[src/rtl/core/assert_macros.svh]
// Assertion macros for the top level of the septet unpacker.
`ifndef ASSERT_MACROS_SVH
`define ASSERT_MACROS_SVH

// Check a property on every rising clock edge outside reset.
`define ASSERT_RST(lbl, clk, rst_n, prop, msg) \
    lbl: assert property (@(posedge clk) disable iff (!rst_n) prop) else $error(msg);

// Check a property on every rising clock edge, reset included.
`define ASSERT_ALWAYS(lbl, clk, prop, msg) \
    lbl: assert property (@(posedge clk) prop) else $error(msg);

`endif

[src/rtl/core/gsm7u_pkg.sv]
// Shared types, constants and the default alphabet table of the septet unpacker.
package gsm7u_pkg;

    localparam int COUNT_WIDTH = 16;
    localparam int LIMIT_W     = 16;
    localparam int SEPT_W      = 7;
    localparam int CP_W        = 10;
    localparam int FIFO_DEPTH  = 4;
    localparam int FIFO_AW     = $clog2(FIFO_DEPTH);

    localparam logic [2:0]      LEFT_FULL  = 3'd6;
    localparam logic [CP_W-1:0] ASCII_MAX  = 10'h07F;
    localparam logic [7:0]      UTF8_LEAD2 = 8'hC0;
    localparam logic [7:0]      UTF8_CONT  = 8'h80;

    // One queue entry: one or two septets decoded from one input item
    typedef struct packed {
        logic [SEPT_W-1:0] sept0;
        logic [SEPT_W-1:0] sept1;
        logic              two;
        logic              text_end;
    } t_entry;

    // Basic default alphabet: septet code to Unicode code point
    localparam logic [CP_W-1:0] ALPHABET [128] = '{
        10'h040, 10'h0A3, 10'h024, 10'h0A5, 10'h0E8, 10'h0E9, 10'h0F9, 10'h0EC,
        10'h0F2, 10'h0C7, 10'h00A, 10'h0D8, 10'h0F8, 10'h00D, 10'h0C5, 10'h0E5,
        10'h394, 10'h05F, 10'h3A6, 10'h393, 10'h39B, 10'h3A9, 10'h3A0, 10'h3A8,
        10'h3A3, 10'h398, 10'h39E, 10'h01B, 10'h0C6, 10'h0E6, 10'h0DF, 10'h0C9,
        10'h020, 10'h021, 10'h022, 10'h023, 10'h0A4, 10'h025, 10'h026, 10'h027,
        10'h028, 10'h029, 10'h02A, 10'h02B, 10'h02C, 10'h02D, 10'h02E, 10'h02F,
        10'h030, 10'h031, 10'h032, 10'h033, 10'h034, 10'h035, 10'h036, 10'h037,
        10'h038, 10'h039, 10'h03A, 10'h03B, 10'h03C, 10'h03D, 10'h03E, 10'h03F,
        10'h0A1, 10'h041, 10'h042, 10'h043, 10'h044, 10'h045, 10'h046, 10'h047,
        10'h048, 10'h049, 10'h04A, 10'h04B, 10'h04C, 10'h04D, 10'h04E, 10'h04F,
        10'h050, 10'h051, 10'h052, 10'h053, 10'h054, 10'h055, 10'h056, 10'h057,
        10'h058, 10'h059, 10'h05A, 10'h0C4, 10'h0D6, 10'h0D1, 10'h0DC, 10'h0A7,
        10'h0BF, 10'h061, 10'h062, 10'h063, 10'h064, 10'h065, 10'h066, 10'h067,
        10'h068, 10'h069, 10'h06A, 10'h06B, 10'h06C, 10'h06D, 10'h06E, 10'h06F,
        10'h070, 10'h071, 10'h072, 10'h073, 10'h074, 10'h075, 10'h076, 10'h077,
        10'h078, 10'h079, 10'h07A, 10'h0E4, 10'h0F6, 10'h0F1, 10'h0FC, 10'h0E0
    };

endpackage

[src/rtl/core/gsm7u_front.sv]
// Front end: takes packed bytes, cuts septets and applies the septet limit.
module gsm7u_front (
    input  logic                          i_clk,
    input  logic                          i_rst_n,
    input  logic                          i_in_valid,
    output logic                          o_in_stall,
    input  logic [7:0]                    i_packed_byte,
    input  logic                          i_final_byte,
    input  logic [gsm7u_pkg::LIMIT_W-1:0] i_limit,
    input  logic                          i_full,
    output logic                          o_push,
    output gsm7u_pkg::t_entry             o_entry
);
    import gsm7u_pkg::*;

    localparam int CMP_W = (COUNT_WIDTH > LIMIT_W) ? COUNT_WIDTH : LIMIT_W;
    localparam logic [COUNT_WIDTH-1:0] COUNT_MAX = {COUNT_WIDTH{1'b1}};

    logic [5:0]             r_left;
    logic [5:0]             n_left;
    logic [2:0]             r_left_cnt;
    logic [2:0]             n_left_cnt;
    logic [COUNT_WIDTH-1:0] r_count;
    logic [COUNT_WIDTH-1:0] n_count;

    logic [13:0]            acc;
    logic                   wide;
    logic                   lim_on;
    logic                   want1;
    logic                   accept;
    logic [COUNT_WIDTH-1:0] cnt1;
    logic [COUNT_WIDTH-1:0] cnt2;
    logic                   reach0;
    logic                   reach1;
    logic                   reach2;
    logic                   put0;
    logic                   put1;
    logic                   ended;

    // Append the new byte above the leftover bits
    assign acc    = {8'b0, r_left} | ({6'b0, i_packed_byte} << r_left_cnt);
    assign wide   = (r_left_cnt == LEFT_FULL);
    assign lim_on = (i_limit != '0);
    assign want1  = wide || (i_final_byte && lim_on);
    assign accept = i_in_valid && !i_full;

    // Walk the limit through the first and the second septet
    assign reach0 = lim_on && (CMP_W'(r_count) >= CMP_W'(i_limit));
    assign put0   = !reach0;
    assign cnt1   = (r_count == COUNT_MAX) ? r_count : r_count + COUNT_WIDTH'(1);
    assign reach1 = lim_on && (CMP_W'(cnt1) >= CMP_W'(i_limit));
    assign put1   = put0 && want1 && !reach1;
    assign cnt2   = (cnt1 == COUNT_MAX) ? cnt1 : cnt1 + COUNT_WIDTH'(1);
    assign reach2 = lim_on && (CMP_W'(cnt2) >= CMP_W'(i_limit));
    assign ended  = (put0 && reach1) || (put1 && reach2) || i_final_byte;

    // Next leftover and septet count
    always_comb begin
        n_left     = r_left;
        n_left_cnt = r_left_cnt;
        n_count    = r_count;
        if (accept) begin
            if (i_final_byte) begin
                n_left     = '0;
                n_left_cnt = '0;
                n_count    = '0;
            end else begin
                if (wide) begin
                    n_left     = '0;
                    n_left_cnt = '0;
                end else begin
                    n_left     = acc[12:7];
                    n_left_cnt = r_left_cnt + 3'd1;
                end
                if (put1) begin
                    n_count = cnt2;
                end else if (put0) begin
                    n_count = cnt1;
                end
            end
        end
    end

    // Hold the unpacking state
    always_ff @(posedge i_clk) begin
        if (!i_rst_n) begin
            r_left     <= '0;
            r_left_cnt <= '0;
            r_count    <= '0;
        end else begin
            r_left     <= n_left;
            r_left_cnt <= n_left_cnt;
            r_count    <= n_count;
        end
    end

    // Queue an item only when it yields at least one septet
    assign o_in_stall       = i_full;
    assign o_push           = accept && put0;
    assign o_entry.sept0    = acc[6:0];
    assign o_entry.sept1    = acc[13:7];
    assign o_entry.two      = put1;
    assign o_entry.text_end = ended;

endmodule

[src/rtl/core/gsm7u_fifo.sv]
// Short queue of septet entries between the front and back ends.
module gsm7u_fifo (
    input  logic              i_clk,
    input  logic              i_rst_n,
    input  logic              i_push,
    input  gsm7u_pkg::t_entry i_entry,
    output logic              o_full,
    input  logic              i_pop,
    output gsm7u_pkg::t_entry o_head,
    output logic              o_empty
);
    import gsm7u_pkg::*;

    t_entry             r_mem [FIFO_DEPTH];
    logic [FIFO_AW-1:0] r_wr;
    logic [FIFO_AW-1:0] r_rd;
    logic [FIFO_AW:0]   r_cnt;

    // Write the entry at the tail
    always_ff @(posedge i_clk) begin
        if (i_push) begin
            r_mem[r_wr] <= i_entry;
        end
    end

    // Advance pointers and fill level
    always_ff @(posedge i_clk) begin
        if (!i_rst_n) begin
            r_wr  <= '0;
            r_rd  <= '0;
            r_cnt <= '0;
        end else begin
            if (i_push) begin
                r_wr <= r_wr + FIFO_AW'(1);
            end
            if (i_pop) begin
                r_rd <= r_rd + FIFO_AW'(1);
            end
            if (i_push && !i_pop) begin
                r_cnt <= r_cnt + (FIFO_AW + 1)'(1);
            end else if (i_pop && !i_push) begin
                r_cnt <= r_cnt - (FIFO_AW + 1)'(1);
            end
        end
    end

    assign o_head  = r_mem[r_rd];
    assign o_full  = (r_cnt == (FIFO_AW + 1)'(FIFO_DEPTH));
    assign o_empty = (r_cnt == '0);

endmodule

[src/rtl/core/gsm7u_back.sv]
// Back end: maps septets through the alphabet and sends UTF-8 bytes one a cycle while not stalled.
module gsm7u_back (
    input  logic              i_clk,
    input  logic              i_rst_n,
    input  logic              i_empty,
    input  gsm7u_pkg::t_entry i_head,
    output logic              o_pop,
    output logic              o_out_valid,
    input  logic              i_out_stall,
    output logic [7:0]        o_utf8_byte,
    output logic              o_run_last,
    output logic              o_text_end
);
    import gsm7u_pkg::*;

    typedef enum logic [1:0] {
        PH_S0_LEAD,
        PH_S0_CONT,
        PH_S1_LEAD,
        PH_S1_CONT
    } t_phase;

    t_phase            r_phase;
    t_phase            n_phase;
    logic              r_valid;
    logic [7:0]        r_byte;
    logic              r_run_last;
    logic              r_text_end;

    logic              sel1;
    logic              cont;
    logic [SEPT_W-1:0] sept;
    logic [CP_W-1:0]   cp;
    logic              multi;
    logic [7:0]        byte_val;
    logic              sept_done;
    logic              entry_done;
    logic              load;

    // Decode the phase into septet select and continuation byte
    always_comb begin
        sel1 = 1'b0;
        cont = 1'b0;
        case (r_phase)
            PH_S0_LEAD: begin
                sel1 = 1'b0;
                cont = 1'b0;
            end
            PH_S0_CONT: begin
                sel1 = 1'b0;
                cont = 1'b1;
            end
            PH_S1_LEAD: begin
                sel1 = 1'b1;
                cont = 1'b0;
            end
            PH_S1_CONT: begin
                sel1 = 1'b1;
                cont = 1'b1;
            end
            default: begin
                sel1 = 1'b0;
                cont = 1'b0;
            end
        endcase
    end

    // Look up the code point and form the current byte
    assign sept       = sel1 ? i_head.sept1 : i_head.sept0;
    assign cp         = ALPHABET[sept];
    assign multi      = (cp > ASCII_MAX);
    assign byte_val   = cont  ? (UTF8_CONT | {2'b0, cp[5:0]}) :
                        multi ? (UTF8_LEAD2 | {4'b0, cp[9:6]}) : cp[7:0];
    assign sept_done  = cont || !multi;
    assign entry_done = sept_done && (sel1 || !i_head.two);
    assign load       = !i_empty && (!r_valid || !i_out_stall);
    assign o_pop      = load && entry_done;

    // Pick the next phase
    always_comb begin
        n_phase = r_phase;
        if (entry_done) begin
            n_phase = PH_S0_LEAD;
        end else if (sept_done) begin
            n_phase = PH_S1_LEAD;
        end else if (sel1) begin
            n_phase = PH_S1_CONT;
        end else begin
            n_phase = PH_S0_CONT;
        end
    end

    // Hold the phase and the output register
    always_ff @(posedge i_clk) begin
        if (!i_rst_n) begin
            r_phase <= PH_S0_LEAD;
            r_valid <= 1'b0;
        end else if (load) begin
            r_phase    <= n_phase;
            r_valid    <= 1'b1;
            r_byte     <= byte_val;
            r_run_last <= entry_done;
            r_text_end <= entry_done && i_head.text_end;
        end else if (!i_out_stall) begin
            r_valid <= 1'b0;
        end
    end

    assign o_out_valid = r_valid;
    assign o_utf8_byte = r_byte;
    assign o_run_last  = r_run_last;
    assign o_text_end  = r_text_end;

endmodule

[src/rtl/core/gsm7_septet_unpack_to_utf8.sv]
// Top level: GSM 7-bit packed bytes in, UTF-8 bytes of the decoded text out.
//
//  channel   valid / stall              payload
//  in        i_in_valid / o_in_stall    i_packed_byte, i_final_byte
//  out       o_out_valid / i_out_stall  o_utf8_byte, o_run_last, o_text_end
//  config    i_cfg_we                   i_cfg_wdata (septet limit)
//
// The front end takes one byte a cycle while the entry queue has room.
// The back end sends one UTF-8 byte a cycle while the output is not stalled;
// an item gives 0-4 bytes: none past the limit, else 1-2 septets of 1-2 bytes.
// Synchronous active-low reset clears the leftover bits, the septet count,
// the queue and the output register; the septet limit resets to zero.
// A stall on the output holds the output register and fills the queue.
`include "assert_macros.svh"

module gsm7_septet_unpack_to_utf8 (
    input  logic                          i_clk,
    input  logic                          i_rst_n,
    input  logic                          i_in_valid,
    output logic                          o_in_stall,
    input  logic [7:0]                    i_packed_byte,
    input  logic                          i_final_byte,
    output logic                          o_out_valid,
    input  logic                          i_out_stall,
    output logic [7:0]                    o_utf8_byte,
    output logic                          o_run_last,
    output logic                          o_text_end,
    input  logic                          i_cfg_we,
    input  logic [gsm7u_pkg::LIMIT_W-1:0] i_cfg_wdata
);
    import gsm7u_pkg::*;

    logic [LIMIT_W-1:0] r_limit;
    logic               w_full;
    logic               w_push;
    logic               w_pop;
    logic               w_empty;
    t_entry             w_entry;
    t_entry             w_head;

    // Hold the septet limit
    always_ff @(posedge i_clk) begin
        if (!i_rst_n) begin
            r_limit <= '0;
        end else if (i_cfg_we) begin
            r_limit <= i_cfg_wdata;
        end
    end

    gsm7u_front u_front (
        .i_clk         (i_clk),
        .i_rst_n       (i_rst_n),
        .i_in_valid    (i_in_valid),
        .o_in_stall    (o_in_stall),
        .i_packed_byte (i_packed_byte),
        .i_final_byte  (i_final_byte),
        .i_limit       (r_limit),
        .i_full        (w_full),
        .o_push        (w_push),
        .o_entry       (w_entry)
    );

    gsm7u_fifo u_fifo (
        .i_clk   (i_clk),
        .i_rst_n (i_rst_n),
        .i_push  (w_push),
        .i_entry (w_entry),
        .o_full  (w_full),
        .i_pop   (w_pop),
        .o_head  (w_head),
        .o_empty (w_empty)
    );

    gsm7u_back u_back (
        .i_clk       (i_clk),
        .i_rst_n     (i_rst_n),
        .i_empty     (w_empty),
        .i_head      (w_head),
        .o_pop       (w_pop),
        .o_out_valid (o_out_valid),
        .i_out_stall (i_out_stall),
        .o_utf8_byte (o_utf8_byte),
        .o_run_last  (o_run_last),
        .o_text_end  (o_text_end)
    );

    `ASSERT_RST(a_no_push_full, i_clk, i_rst_n, w_full |-> !w_push, "push into full queue")
    `ASSERT_RST(a_no_pop_empty, i_clk, i_rst_n, w_pop |-> !w_empty, "pop from empty queue")
    `ASSERT_RST(a_end_is_last, i_clk, i_rst_n, (o_out_valid && o_text_end) |-> o_run_last, "text end not on last byte of item")

endmodule
[config.mk]
export PLATFORM = sky130hd
export DESIGN_NAME = gsm7_septet_unpack_to_utf8
export DESIGN_NICKNAME = d
export VERILOG_FILES = /design/src/rtl/core/gsm7u_pkg.sv /design/src/rtl/core/gsm7u_front.sv /design/src/rtl/core/gsm7u_fifo.sv /design/src/rtl/core/gsm7u_back.sv /design/src/rtl/core/gsm7_septet_unpack_to_utf8.sv
export VERILOG_INCLUDE_DIRS = /design/src /design/src/rtl/core
export SDC_FILE = /design/constraint.sdc
export NUM_CORES = 1
export LEC_CHECK = 0
export ABC_AREA = 1
export BUFFER_PORTS_ARGS = -buffer_cell sky130_fd_sc_hd__buf_2
export CORE_ASPECT_RATIO = 0.7
export CORE_MARGIN = 2
export CORE_UTILIZATION = 45
export CTS_BUF_LIST = sky130_fd_sc_hd__clkbuf_4
export DETAILED_ROUTE_END_ITERATION = 6
export PLACE_DENSITY = 0.72
export SYNTH_ARGS = -nofsm -noshare
export SYNTH_HDL_FRONTEND = slang
export SYNTH_HIERARCHICAL = 1
export SYNTH_SLANG_ARGS = --single-unit
[constraint.sdc]
create_clock -name i_clk -period 5 [get_ports i_clk]
set_input_delay 0.5 -clock i_clk [delete_from_list [all_inputs] [get_ports i_clk]]
set_output_delay 0.5 -clock i_clk [all_outputs]
set_load 0.02 [all_outputs]
==> run summary <==
Timing analysis after detailed placement gives a worst setup slack of a little under 1000 ps. The final hold violation count is 0. The clock passes through at most 2 buffers. The worst supply voltage drop on vdd is roughly 240 uV.

The clock buffer count from CTS is 17. The clock transition at the registers of the reported paths is approximately 120 ps. After detailed routing, the number of remaining DRC violations is 0.

The net count after synthesis came out at approximately 1300. The final routed wirelength across all metal layers came out at approximately 24 mm. The number of buffers and inverters on the critical path is 6.

The number of antenna violations at the first check in global routing is 1. The total negative slack for setup checks came out at 0 ps. The total clock sinks is between 100 and 150.

Summed over all cells, the static leakage comes to ~0.0043 uW. TritonCTS built the clock tree. In this run the worst path has a maximum fanout of 15. The floorplan has 42 rows. The die is around 120 um tall. The clock skew after layout is between 30 and 40 ps.

The number of global-route vias before repair is 7299. The count of final max-slew check failures is 0. The count of hold buffers inserted by post-cts repair is 0. The final core utilization is approximately half.

The count of cells in the finished layout, fillers not included, comes to between 1000 and 1500. The commonest register cell after synthesis is edfxtp_1. The post-layout worst setup margin came out at roughly 860 ps. Buffers added to address setup during post-CTS repair amount to 0. The total via count after detailed routing is roughly 8000. The critical path capture point type is a flop.

The placement-stage cell area is just over 9000 um^2. The count of yosys warnings during synthesis is 6. The final antenna-violating net count came out at 0. The most numerous cell type found on the critical path is nand2_1. The count of cells resized by post-cts repair is 0.

The layout-stage area growth over the synthesis result came out at 7.42%. The floorplan step defined a die boundary enclosing 20800 um^2. Summed over its instances, the top area cell type makes up between 20% and 30% of the synthesized netlist area. The maximum frequency from static timing analysis came out at 242 MHz. The synthesized area per cell came out at approximately 7.4 um^2. The total global routing overflow came out at 0. The largest net degree at the start of global routing came out at 33. Data arrives at the worst endpoint at ~4400 ps. The total area inside the core boundary comes to 19100 um^2. The worst setup path is launched from a flop. The clock insertion delay at the later pin of the skew report came out at 540 ps.

The combined global-route utilization of all metal layers came out at about a quarter. The first TritonRoute pass finished after 5 iterations. The number of maximum-capacitance violations is 0. The first global-routing pass estimated around 38 mm of wire.

The final critical-path share of the clock period came out at roughly 83%. The starting DRC count in detailed routing is about 950. The final number of setup-violating endpoints came out at 0. The data required time at the worst endpoint came out at approximately 5300 ps.

The worst setup path is of the flop to flop kind. Setup repair after global routing left no endpoint under its margin. The distinct cell type count after synthesis is 52. The count of flip-flops with a built-in enable after synthesis came out at 74.

The number of synthesized register bits is ~130. The count of buffers inserted at the top-level ports came out at between 40 and 50. The cell with the largest stage delay on the worst path is dfxtp_1. CTS placed an instance of clkbuf_4 at the clock tree root.

Broken down by cell family, the worst path's largest delay share belongs to simple AND/OR/NAND/NOR gates. The number of ports placed on the die boundary is between 40 and 50. For this configuration, the core starts out at a cell density of a little under half. The post-route standard cell area excluding fillers came out at roughly 9500 um^2.

Of all flip-flops after synthesis, the portion carrying an async set or reset was 0%. The run finished with clean final reports. The tightest min-delay check is of the primary input to flop type.

On the worst path, the slowest cell contributes a delay of between 400 and 500 ps. The number of cells produced by synthesis is 1193. The final net count is roughly 1300. The detail-routed via count per cell is approximately 5.4. By area the synthesized netlist is led by edfxtp_1, dfxtp_1, nand2_1, ha_1, inv_1. The register area share after synthesis is 37.2%. The H-tree depth is 4. The measured slew at the worst slew-check pin came out at 1350 ps.

The number of cells after detailed placement is between 1000 and 1500. Routability-driven placement finished with a final weighted congestion of 0.965. The relative max-transition margin is under 10%. The total half-perimeter wirelength after legalization and detailed placement came out at about 18 mm. Of the cells placed in the final design, the portion with a size suffix greater than 1 is about 13%. The post-layout minimum cycle time came out at 4140 ps. The mapped netlist covers ~8800 um^2. Measured along the x axis, the die boundary spans roughly 170 um. Dividing the detail-routed wire length by the instance count gives between 15 and 20 um. Dividing total power by cell area gives a power density of between 400 and 500 nW/um^2. The library cell with the largest summed area after synthesis is edfxtp_1.
## layout by cell type (no fill, tap or decap), types with 18 or more instances in the layout
cell type / instances
nand2_1: 274
nor2_1: 138
inv_1: 138
a21oi_1: 80
edfxtp_1: 74
nand3_1: 64
o21ai_0: 62
ha_1: 62
dfxtp_1: 53
buf_2: 41
o21ai_1: 39
nand2_2: 31
clkbuf_4: 19
nand4_1: 18
## stage by stage
step | hold WS (ps) | power, uW
6_report | 212 | 4680
3_5_place_dp | 440 | 3860
2_1_floorplan | 412 | 3270
5_1_grt | 153 | 5040
3_3_place_gp | 424 | 3860
4_1_cts | 169 | 4630
## Yosys cell counts, types with 2 or more instances
library cell / number
o21ai_2: 3
o22ai_1: 17
o21ai_0: 62
a21oi_2: 2
dfxtp_1: 53
nand2_1: 274
xor2_1: 4
nand2_4: 11
a31oi_1: 2
nand3_2: 3
buf_4: 7
nor3_1: 8
a21oi_1: 80
inv_1: 138
nand2_2: 31
buf_2: 12
nand3_1: 64
clkbuf_1: 13
buf_6: 6
nor2_2: 5
nor4_1: 4
nand3b_1: 6
nor2_1: 138
edfxtp_1: 74
o221ai_1: 2
nand4_1: 18
o21bai_1: 7
o21ai_1: 39
a211oi_1: 3
ha_1: 62
inv_2: 12
o211ai_1: 7
nor2_4: 4
mux2i_1: 4
## area by class of cell
class,instances,area (um^2)
Sequential cell,127,3280
Inverter,152,573
Antenna cell,1,2.50
Clock inverter,13,164
Multi-Input combinational cell,874,4730
Fill cell,1907,9590
Timing Repair Buffer,49,265
Tap cell,264,330
Clock buffer,19,143
## kinds of logic after synthesis
logic type	Yosys count	synth area share, %
adder cells (fa/ha/maj)	63	9.01
AND/OR/NAND/NOR	571	29.1
buffers and inverters	192	9.31
XOR/XNOR	4	0.397
multiplexers	4	0.453
flip-flops	127	37.2
AO/OA/AOI/OAI	232	14.5
## registers in the layout, summed over array words and instances (netlist names), named ones only
register,cells
r_limit,16
u_fifo/r_rd,2
u_front/r_count,16
u_back/o_out_valid,1
u_fifo/r_cnt,3
u_back/o_text_end,1
u_fifo/r_mem,64
u_front/r_left,6
u_back/o_run_last,1
u_back/r_phase,2
u_fifo/r_wr,2
u_front/r_left_cnt,3
u_back/o_utf8_byte,8
## report_power, final
group | switching [uW] | internal (uW) | total [uW]
registers | 94.8 | 1350 | 1450
logic | 1720 | 749 | 2470
clock network | 409 | 361 | 769
## routing by layer
metal | part of all wire [%] | vias to the layer above | track usage [%]
li1 | - | 4020 | -
met1 | 48 | 3651 | 36.3
met2 | 40 | 351 | 32.8
met3 | 11 | 15 | 6.36
met4 | 0.64 | 0 | 5.19
met5 | 0 | - | 0
## worst register-to-register path: stages, from the launching register on
cell      delay [ps]
dfxtp_1          480
ha_1             260
inv_1             80
nor2_2           170
nand2_2          120
nor2_4           160
inv_4            140
nand2_1           90
nand2_1          120
ha_1             220
nand2_1          120
nor2_4            60
nand2_2          110
inv_2             70
nand3_4          190
inv_2             80
a21oi_1          160
inv_1             60
ha_1             300
nand2_1           80
inv_1             60
nand3_1           90
nor3_1           240
nand2_1           80
nand3_1           90
nand3_1           80
o211ai_1         190
## path summary, 6_finish.rpt
check	start	to	slack, ps	cells past startpoint
setup reg to reg	u_front/r_count[0]	u_fifo/r_mem[2][0]	860	26
hold reg to reg	u_back/o_out_valid	u_back/o_out_valid	470	2
setup / recovery	u_front/r_count[0]	u_fifo/r_mem[2][0]	860	26
hold / removal	i_out_stall	u_back/o_out_valid	210	3
(Power assumes the default switching activity.)
